[config.mk]
export PLATFORM = sky130hd
export DESIGN_NAME = shell_line_tokenizer
export DESIGN_NICKNAME = d
export VERILOG_FILES = /design/src/hw/rtl/slt_pkg.sv /design/src/hw/rtl/slt_decode.sv /design/src/hw/rtl/slt_burst.sv /design/src/hw/rtl/shell_line_tokenizer.sv
export VERILOG_INCLUDE_DIRS = /design/src /design/src/hw/rtl
export SDC_FILE = /design/constraint.sdc
export NUM_CORES = 1
export LEC_CHECK = 0
export BUFFER_PORTS_ARGS = -buffer_cell sky130_fd_sc_hd__buf_4
export CORE_MARGIN = 3
export CORE_UTILIZATION = 38
export DETAILED_ROUTE_END_ITERATION = 8
export PLACE_DENSITY = 0.53
export REMOVE_ABC_BUFFERS = 1
export SKIP_CTS_REPAIR_TIMING = 1
export SLEW_MARGIN = 10
export SYNTH_ARGS = -nofsm -noshare
export SYNTH_HDL_FRONTEND = slang
export SYNTH_SLANG_ARGS = --single-unit
[constraint.sdc]
create_clock -name clock -period 16.9 [get_ports clock]
set_input_delay 1.69 -clock clock [delete_from_list [all_inputs] [get_ports clock]]
set_output_delay 1.69 -clock clock [all_outputs]
set_load 0.03 [all_outputs]
[src/hw/rtl/shell_line_tokenizer_assert.svh]
// Assertion macros shared by the tokenizer RTL.
// Needs nothing else; included inside module bodies.
`ifndef SHELL_LINE_TOKENIZER_ASSERT_SVH
`define SHELL_LINE_TOKENIZER_ASSERT_SVH

// Same-cycle implication, disabled during reset
`define SLT_ASSERT_IMPL(label, clk, rst, ante, cons) \
   label: assert property (@(posedge clk) disable iff (rst) (ante) |-> (cons)) \
      else $error("tokenizer assertion failed");

// Next-cycle implication, disabled during reset
`define SLT_ASSERT_NEXT(label, clk, rst, ante, cons) \
   label: assert property (@(posedge clk) disable iff (rst) (ante) |=> (cons)) \
      else $error("tokenizer assertion failed");

`endif

[src/hw/rtl/slt_pkg.sv]
// Types, character codes and lexer step functions for the line tokenizer.
// No dependencies; used by slt_decode, slt_burst and shell_line_tokenizer.
`timescale 1ns / 1ps

package slt_pkg;

   // Lexer modes, one-hot
   typedef enum logic [6:0] {
      MODE_BETWEEN = 7'b0000001,
      MODE_WORD    = 7'b0000010,
      MODE_SQ      = 7'b0000100,
      MODE_DQ      = 7'b0001000,
      MODE_DQ_BS   = 7'b0010000,
      MODE_BS      = 7'b0100000,
      MODE_GT      = 7'b1000000
   } mode_type;

   // Output event codes
   typedef enum logic [2:0] {
      EV_CHAR = 3'd0,
      EV_WEND = 3'd1,
      EV_PIPE = 3'd2,
      EV_ROUT = 3'd3,
      EV_APP  = 3'd4,
      EV_RIN  = 3'd5,
      EV_END  = 3'd6
   } event_kind_type;

   localparam int MaxEvents = 4;
   localparam int EvIdxW    = 2;
   localparam int EvCntW    = 3;

   localparam logic [7:0] CHAR_NUL    = 8'h00;
   localparam logic [7:0] CHAR_TAB    = 8'h09;
   localparam logic [7:0] CHAR_CR     = 8'h0D;
   localparam logic [7:0] CHAR_SPACE  = 8'h20;
   localparam logic [7:0] CHAR_DQUOTE = 8'h22;
   localparam logic [7:0] CHAR_SQUOTE = 8'h27;
   localparam logic [7:0] CHAR_LT     = 8'h3C;
   localparam logic [7:0] CHAR_GT     = 8'h3E;
   localparam logic [7:0] CHAR_BSLASH = 8'h5C;
   localparam logic [7:0] CHAR_PIPE   = 8'h7C;

   typedef struct packed {
      logic [7:0] character;
      logic       has_character;
      logic       line_end;
   } item_type;

   typedef struct packed {
      event_kind_type kind;
      logic [7:0]     text;
      logic           quoted;
   } event_type;

   typedef struct packed {
      event_type [MaxEvents-1:0] ev;
      logic [EvCntW-1:0]         count;
   } event_list_type;

   typedef struct packed {
      mode_type       mode;
      logic           quoted;
      event_list_type evl;
   } lex_state_type;

   function automatic logic is_space(logic [7:0] c);
      return (c == CHAR_SPACE) || ((c >= CHAR_TAB) && (c <= CHAR_CR));
   endfunction

   // Append one event to the list
   function automatic lex_state_type add_event(lex_state_type s, event_kind_type k,
                                               logic [7:0] t, logic q);
      lex_state_type r;
      r = s;
      if (s.evl.count < EvCntW'(MaxEvents)) begin
         r.evl.ev[s.evl.count[EvIdxW-1:0]].kind   = k;
         r.evl.ev[s.evl.count[EvIdxW-1:0]].text   = t;
         r.evl.ev[s.evl.count[EvIdxW-1:0]].quoted = q;
         r.evl.count = s.evl.count + EvCntW'(1);
      end
      return r;
   endfunction

   function automatic lex_state_type end_word(lex_state_type s);
      lex_state_type r;
      r = add_event(s, EV_WEND, CHAR_NUL, s.quoted);
      r.quoted = 1'b0;
      r.mode   = MODE_BETWEEN;
      return r;
   endfunction

   // Character seen while between tokens
   function automatic lex_state_type between_char(lex_state_type s, logic [7:0] c);
      lex_state_type r;
      r = s;
      if (is_space(c)) begin
         r = s;
      end else if (c == CHAR_PIPE) begin
         r = add_event(s, EV_PIPE, CHAR_NUL, 1'b0);
      end else if (c == CHAR_GT) begin
         r.mode = MODE_GT;
      end else if (c == CHAR_LT) begin
         r = add_event(s, EV_RIN, CHAR_NUL, 1'b0);
      end else if (c == CHAR_DQUOTE) begin
         r.quoted = 1'b1;
         r.mode   = MODE_DQ;
      end else if (c == CHAR_SQUOTE) begin
         r.quoted = 1'b1;
         r.mode   = MODE_SQ;
      end else begin
         r.quoted = 1'b0;
         if (c == CHAR_BSLASH) begin
            r.mode = MODE_BS;
         end else begin
            r      = add_event(r, EV_CHAR, c, 1'b0);
            r.mode = MODE_WORD;
         end
      end
      return r;
   endfunction

   // Character seen inside double quotes
   function automatic lex_state_type dq_char(lex_state_type s, logic [7:0] c);
      lex_state_type r;
      r = s;
      if (c == CHAR_DQUOTE) begin
         r.mode = MODE_WORD;
      end else if (c == CHAR_BSLASH) begin
         r.mode = MODE_DQ_BS;
      end else begin
         r = add_event(s, EV_CHAR, c, 1'b0);
      end
      return r;
   endfunction

endpackage

[src/hw/rtl/slt_decode.sv]
// Single-pass lexer step: next mode, quote flag and up to four events for one item.
// Depends on slt_pkg.
`timescale 1ns / 1ps

module slt_decode (
   input  slt_pkg::mode_type      mode_i,
   input  logic                   quoted_i,
   input  slt_pkg::item_type      item_i,
   output slt_pkg::lex_state_type next_o
);
   import slt_pkg::*;

   logic [7:0] c;
   assign c = item_i.character;

   always_comb begin
      lex_state_type s;
      s.mode   = mode_i;
      s.quoted = quoted_i;
      s.evl    = '0;

      // character handling
      if (item_i.has_character) begin
         case (s.mode)
            MODE_WORD: begin
               if (is_space(c)) begin
                  s = end_word(s);
               end else if ((c == CHAR_PIPE) || (c == CHAR_LT) || (c == CHAR_GT)) begin
                  s = end_word(s);
                  s = between_char(s, c);
               end else if (c == CHAR_DQUOTE) begin
                  s.mode = MODE_DQ;
               end else if (c == CHAR_SQUOTE) begin
                  s.mode = MODE_SQ;
               end else if (c == CHAR_BSLASH) begin
                  s.mode = MODE_BS;
               end else begin
                  s = add_event(s, EV_CHAR, c, 1'b0);
               end
            end
            MODE_SQ: begin
               if (c == CHAR_SQUOTE) begin
                  s.mode = MODE_WORD;
               end else begin
                  s = add_event(s, EV_CHAR, c, 1'b0);
               end
            end
            MODE_DQ: begin
               s = dq_char(s, c);
            end
            MODE_DQ_BS: begin
               s.mode = MODE_DQ;
               if ((c == CHAR_DQUOTE) || (c == CHAR_BSLASH)) begin
                  s = add_event(s, EV_CHAR, c, 1'b0);
               end else begin
                  s = add_event(s, EV_CHAR, CHAR_BSLASH, 1'b0);
                  s = dq_char(s, c);
               end
            end
            MODE_BS: begin
               s      = add_event(s, EV_CHAR, c, 1'b0);
               s.mode = MODE_WORD;
            end
            MODE_GT: begin
               s.mode = MODE_BETWEEN;
               if (c == CHAR_GT) begin
                  s = add_event(s, EV_APP, CHAR_NUL, 1'b0);
               end else begin
                  s = add_event(s, EV_ROUT, CHAR_NUL, 1'b0);
                  s = between_char(s, c);
               end
            end
            default: begin
               s.mode = MODE_BETWEEN;
               s      = between_char(s, c);
            end
         endcase
      end

      // line flush
      if (item_i.line_end) begin
         case (s.mode)
            MODE_WORD, MODE_SQ, MODE_DQ: begin
               s = end_word(s);
            end
            MODE_DQ_BS, MODE_BS: begin
               s = add_event(s, EV_CHAR, CHAR_BSLASH, 1'b0);
               s = end_word(s);
            end
            MODE_GT: begin
               s = add_event(s, EV_ROUT, CHAR_NUL, 1'b0);
            end
            default: begin
               s.mode = MODE_BETWEEN;
            end
         endcase
         s        = add_event(s, EV_END, CHAR_NUL, 1'b0);
         s.mode   = MODE_BETWEEN;
         s.quoted = 1'b0;
      end

      next_o = s;
   end

endmodule

[src/hw/rtl/slt_burst.sv]
// Result register: holds one item's events; hands out one per cycle while ready.
// Depends on slt_pkg.
`timescale 1ns / 1ps

module slt_burst (
   input  logic                    clock,
   input  logic                    reset,
   input  logic                    load_i,
   input  slt_pkg::event_list_type evl_i,
   output logic                    free_o,
   output logic                    rsp_valid_o,
   input  logic                    rsp_ready_i,
   output slt_pkg::event_type      event_o,
   output logic                    last_o
);
   import slt_pkg::*;

   logic                           valid_ff, valid_in;
   event_type [MaxEvents-1:0]      ev_ff, ev_in;
   logic [EvIdxW-1:0]              last_idx_ff, last_idx_in;
   logic [EvIdxW-1:0]              idx_ff, idx_in;
   logic [EvCntW-1:0]              cnt_m1;
   logic                           on_last;

   assign on_last = (idx_ff == last_idx_ff);
   assign free_o  = !valid_ff || (rsp_ready_i && on_last);
   assign cnt_m1  = evl_i.count - EvCntW'(1);

   // load a new run, step through the current one, or hold
   always_comb begin
      valid_in    = valid_ff;
      ev_in       = ev_ff;
      last_idx_in = last_idx_ff;
      idx_in      = idx_ff;
      if (load_i) begin
         valid_in    = 1'b1;
         ev_in       = evl_i.ev;
         last_idx_in = cnt_m1[EvIdxW-1:0];
         idx_in      = '0;
      end else if (valid_ff && rsp_ready_i) begin
         if (on_last) begin
            valid_in = 1'b0;
         end else begin
            idx_in = idx_ff + EvIdxW'(1);
         end
      end
   end

   always_ff @(posedge clock) begin
      if (reset) begin
         valid_ff <= 1'b0;
         idx_ff   <= '0;
      end else begin
         valid_ff <= valid_in;
         idx_ff   <= idx_in;
      end
   end

   always_ff @(posedge clock) begin
      ev_ff       <= ev_in;
      last_idx_ff <= last_idx_in;
   end

   assign rsp_valid_o = valid_ff;
   assign event_o     = ev_ff[idx_ff];
   assign last_o      = on_last;

endmodule

[src/hw/rtl/shell_line_tokenizer.sv]
// An item is held in the input register until its events fit in the result register.
// Throughput: one item per cycle while each item yields at most one event and rsp_ready
// is high; more events (up to 4) hold the result register until taken, stalling input.
// Reset (synchronous, active high) empties both registers and returns the lexer
// to between tokens with the quote flag clear.
`timescale 1ns / 1ps

// Top level: input register, lexer state, decode step and result burst register.
// Depends on slt_pkg, slt_decode, slt_burst and shell_line_tokenizer_assert.svh.
module shell_line_tokenizer (
   input  logic       clock,
   input  logic       reset,
   input  logic       req_valid,
   output logic       req_ready,
   input  logic [7:0] req_character,
   input  logic       req_has_character,
   input  logic       req_line_end,
   output logic       rsp_valid,
   input  logic       rsp_ready,
   output logic [2:0] rsp_event_kind,
   output logic [7:0] rsp_text_char,
   output logic       rsp_word_was_quoted,
   output logic       rsp_last_of_run
);
   import slt_pkg::*;
   `include "shell_line_tokenizer_assert.svh"

   logic          itm_valid_ff, itm_valid_in;
   item_type      itm_ff, itm_in;
   mode_type      mode_ff, mode_in;
   logic          quoted_ff, quoted_in;
   lex_state_type nxt;
   logic          has_events;
   logic          itm_take;
   logic          req_fire;
   logic          bst_free;
   logic          bst_load;
   event_type     bst_event;

   slt_decode u_decode (
      .mode_i   (mode_ff),
      .quoted_i (quoted_ff),
      .item_i   (itm_ff),
      .next_o   (nxt)
   );

   // an item leaves the input register once its events fit in the burst register
   assign has_events = (nxt.evl.count != '0);
   assign itm_take   = itm_valid_ff && (!has_events || bst_free);
   assign bst_load   = itm_take && has_events;
   assign req_ready  = !itm_valid_ff || itm_take;
   assign req_fire   = req_valid && req_ready;

   always_comb begin
      itm_valid_in = itm_valid_ff;
      itm_in       = itm_ff;
      if (req_fire) begin
         itm_valid_in           = 1'b1;
         itm_in.character       = req_character;
         itm_in.has_character   = req_has_character;
         itm_in.line_end        = req_line_end;
      end else if (itm_take) begin
         itm_valid_in = 1'b0;
      end
   end

   // lexer state advances when the item is consumed
   assign mode_in   = itm_take ? nxt.mode   : mode_ff;
   assign quoted_in = itm_take ? nxt.quoted : quoted_ff;

   always_ff @(posedge clock) begin
      if (reset) begin
         itm_valid_ff <= 1'b0;
         mode_ff      <= MODE_BETWEEN;
         quoted_ff    <= 1'b0;
      end else begin
         itm_valid_ff <= itm_valid_in;
         mode_ff      <= mode_in;
         quoted_ff    <= quoted_in;
      end
   end

   always_ff @(posedge clock) begin
      itm_ff <= itm_in;
   end

   slt_burst u_burst (
      .clock       (clock),
      .reset       (reset),
      .load_i      (bst_load),
      .evl_i       (nxt.evl),
      .free_o      (bst_free),
      .rsp_valid_o (rsp_valid),
      .rsp_ready_i (rsp_ready),
      .event_o     (bst_event),
      .last_o      (rsp_last_of_run)
   );

   assign rsp_event_kind      = bst_event.kind;
   assign rsp_text_char       = bst_event.text;
   assign rsp_word_was_quoted = bst_event.quoted;

   // checks
   `SLT_ASSERT_IMPL(a_load_into_free, clock, reset, bst_load, bst_free)
   `SLT_ASSERT_IMPL(a_end_is_last, clock, reset, rsp_valid && (rsp_event_kind == EV_END), rsp_last_of_run)
   `SLT_ASSERT_NEXT(a_run_drains, clock, reset, rsp_valid && rsp_ready && rsp_last_of_run && !bst_load, !rsp_valid)
   `SLT_ASSERT_IMPL(a_text_on_char, clock, reset, rsp_valid && (rsp_text_char != 8'h00), rsp_event_kind == EV_CHAR)

endmodule

==> run metrics <==
FMAX=138 MHz; Worst VDD drop=0.0359 mV; worst min path class=reg -> reg; Crit. End Element=primary output; final layout net count=519; antenna cells=0; WP buf/inv=2; slew margin rel.=33.0%; Slew @ Worst Pin=1.00 ns; Post-synth EDFFs=46; Via density=6.16; largest net degree at the start of global routing=37; Final min period=7.27 ns; die area=0.0129 sq mm; Core Area=0.0111 sq mm; top-area cell type share of the netlist area=31.4%; Crit path max-delay family=compound AO/OA/AOI/OAI gates; Yosys cell types=87; vias in the first global route=3,670; row count=38; number of fill cells=1,064; DRT Wirelength=11,800 um; Pwr Density=84.3 mW/mm^2; Critical Path AT=5.58 ns; Netlist Area Pre-Place=0.00440 sq mm; Slowest cell on crit path=or4_1; register bit total from synthesis=58; register area=0.00162 sq mm; WS Path Type=reg -> out; leakage=1.87 nW; RSZ-0062 raised after global routing=false; first-pass GRT wire length=19,500 um; DRT iter0 DRCs=311; crit-path max FO=14; Async SR Flop Fraction=0%; Design Power=0.421 mW; CTS clock-pin slew for the worst setup and hold paths=0.05 ns; PortBufs=28; io pins=29; Setup Skew=0.00878 ns; Area after DPL=0.00469 sq mm; chip width=114 um; Final Instance Area=0.00500 sq mm; number of remaining DRC errors=0; CTS Buf Count=9; Final Wtd Congestion=0.955; max-cap violations=0; drt first pass iters=5; DP Wirelength=8840 um; top cells by area, synth=edfxtp_1 (31%), dfxtp_1 (5.5%), ha_1 (3.4%); Routed Antenna Nets=0; Worst setup SP type=flop; final count of pins violating max slew=0; Die Y=114 um; Seq/Total Area, Yosys=36.8%; Hold Slack=0.503 ns; Synth area leader=edfxtp_1; most common cell in the synthesized netlist=edfxtp_1; Area Overhead vs Synth=13.6%; fin util=45.1%; endpoints failing setup=0; final hold viol count=0; layout cells sized above 1=15.5%; Critical Path Max Stage Delay=0.70 ns; Post-synth top cells=edfxtp_1 (46), nor2_1 (39), nand2_1 (35); initial core utilization=39.7%; Routed WL per cell=18.5 um; vias=3,928; status=completed; htree depth=3; Clk Latency, worst-skew pair=0.33 ns; CTS Buffer Depth=2; Post-synth top flop=edfxtp_1; initial antenna violation count=0; critical path cell sequence=nand4b_2 -> or4_1 -> a21o_1 -> a211oi_1 -> nor2_1 -> o311ai_0 -> o21ai_1 -> inv_1 -> ha_1 -> o21ai_0 -> o21a_1 -> mux2i_1 -> ha_1 -> nand2_1 -> a2bb2oi_1 -> o31a_1 -> ha_1 -> nand2_1 -> a21o_1 -> nand3_1 -> buf_4; CTS tree=done; cell mode on critical path=ha_1; GR Util All Layers=19.1%; period utilisation layout=43.0%; yosys warns=0; Synth Instances=476; global route overflow=0; Syn Area/Cell=9.24 sq um; root buf cell=clkbuf_16; Multi-input gate area=0.00258 sq mm; Worst Path Required=15.21 ns; Setup TNS Final=0 ns; Clock Sinks=58
-- registers in the layout (all words and copies together) (netlist names) --
register / flops
u_burst.rsp_valid_o: 1
u_burst.ev_ff: 34
u_burst.last_idx_ff: 2
u_burst.idx_ff: 2
mode_ff: 7
itm_ff: 10
itm_valid_ff: 1
quoted_ff: 1
-- path summary, 6_finish.rpt --
| path | to | depth (start not counted) | start | slack [ns] |
|---|---|---|---|---|
| min reg2reg | quoted_ff | 2 | quoted_ff | 0.50 |
| max | req_ready | 21 | itm_ff[4] | 9.63 |
| max reg2reg | u_burst.ev_ff[7] | 21 | itm_ff[4] | 11.12 |
| min | quoted_ff | 2 | quoted_ff | 0.50 |
-- placed cells by master (no fill, tap or decap), types with 4 or more instances in the layout --
cell	instances
edfxtp_1	46
nor2_1	39
nand2_1	35
buf_4	31
inv_1	23
a21oi_1	21
nand3_1	20
o21ai_0	18
nor3_1	15
nand2b_1	14
o22ai_1	13
and3_1	12
ha_1	12
dfxtp_1	12
mux2i_1	11
o211ai_1	9
a21o_1	9
clkbuf_16	9
and2_1	8
a31oi_1	7
nand4_1	6
a211oi_1	6
nand3b_1	5
xnor2_1	4
a211o_1	4
nor4_1	4
nor3b_1	4
mux4_2	4
a22oi_1	4
clkbuf_1	4
-- where the power goes --
group / total, mW / leakage [nW] / internal, mW / switching (mW)
logic: 0.0620 / 1.18 / 0.0239 / 0.0381
clock network: 0.189 / 0.145 / 0.128 / 0.0601
registers: 0.171 / 0.538 / 0.163 / 0.00809
-- worst min-delay path, cell delays in order (launching register included) --
cell and delay [ns]:
dfxtp_1 0.32, inv_1 0.05, o22ai_1 0.07
-- metal layers --
metal	routed length (um)	share of wire [%]	up-vias	GRT usage [%]
met2	5310	45	152	29.2
met4	242	2.0	0	6.33
li1	-	-	1873	-
met1	5550	47	1875	26.9
met5	0	0	-	0
met3	706	6.0	28	4.35
-- final cells by class --
class,count,share of cell area [%]
Clock buffer,13,4.81
Clock inverter,3,1.28
Inverter,23,1.73
Multi-Input combinational cell,370,51.6
Sequential cell,58,32.4
Tap cell,140,3.51
Timing Repair Buffer,31,4.66
-- cell families after synthesis --
| group | share of synthesized area, % |
|---|---|
| and+or+nand+nor | 24.5 |
| AOI/OAI and AO/OA | 24.5 |
| DFF | 36.8 |
| buffers and inverters | 4.58 |
| muxes | 4.81 |
| adders and majority gates | 3.41 |
| xor gates and xnor gates | 1.39 |
-- through the flow --
step	setup slack, ns	cells
floorplan	10.63	451
global placement	10.26	622
detailed placement	10.07	622
CTS	9.68	638
global route	9.11	638
finish	9.63	638
(Power assumes the default switching activity.)
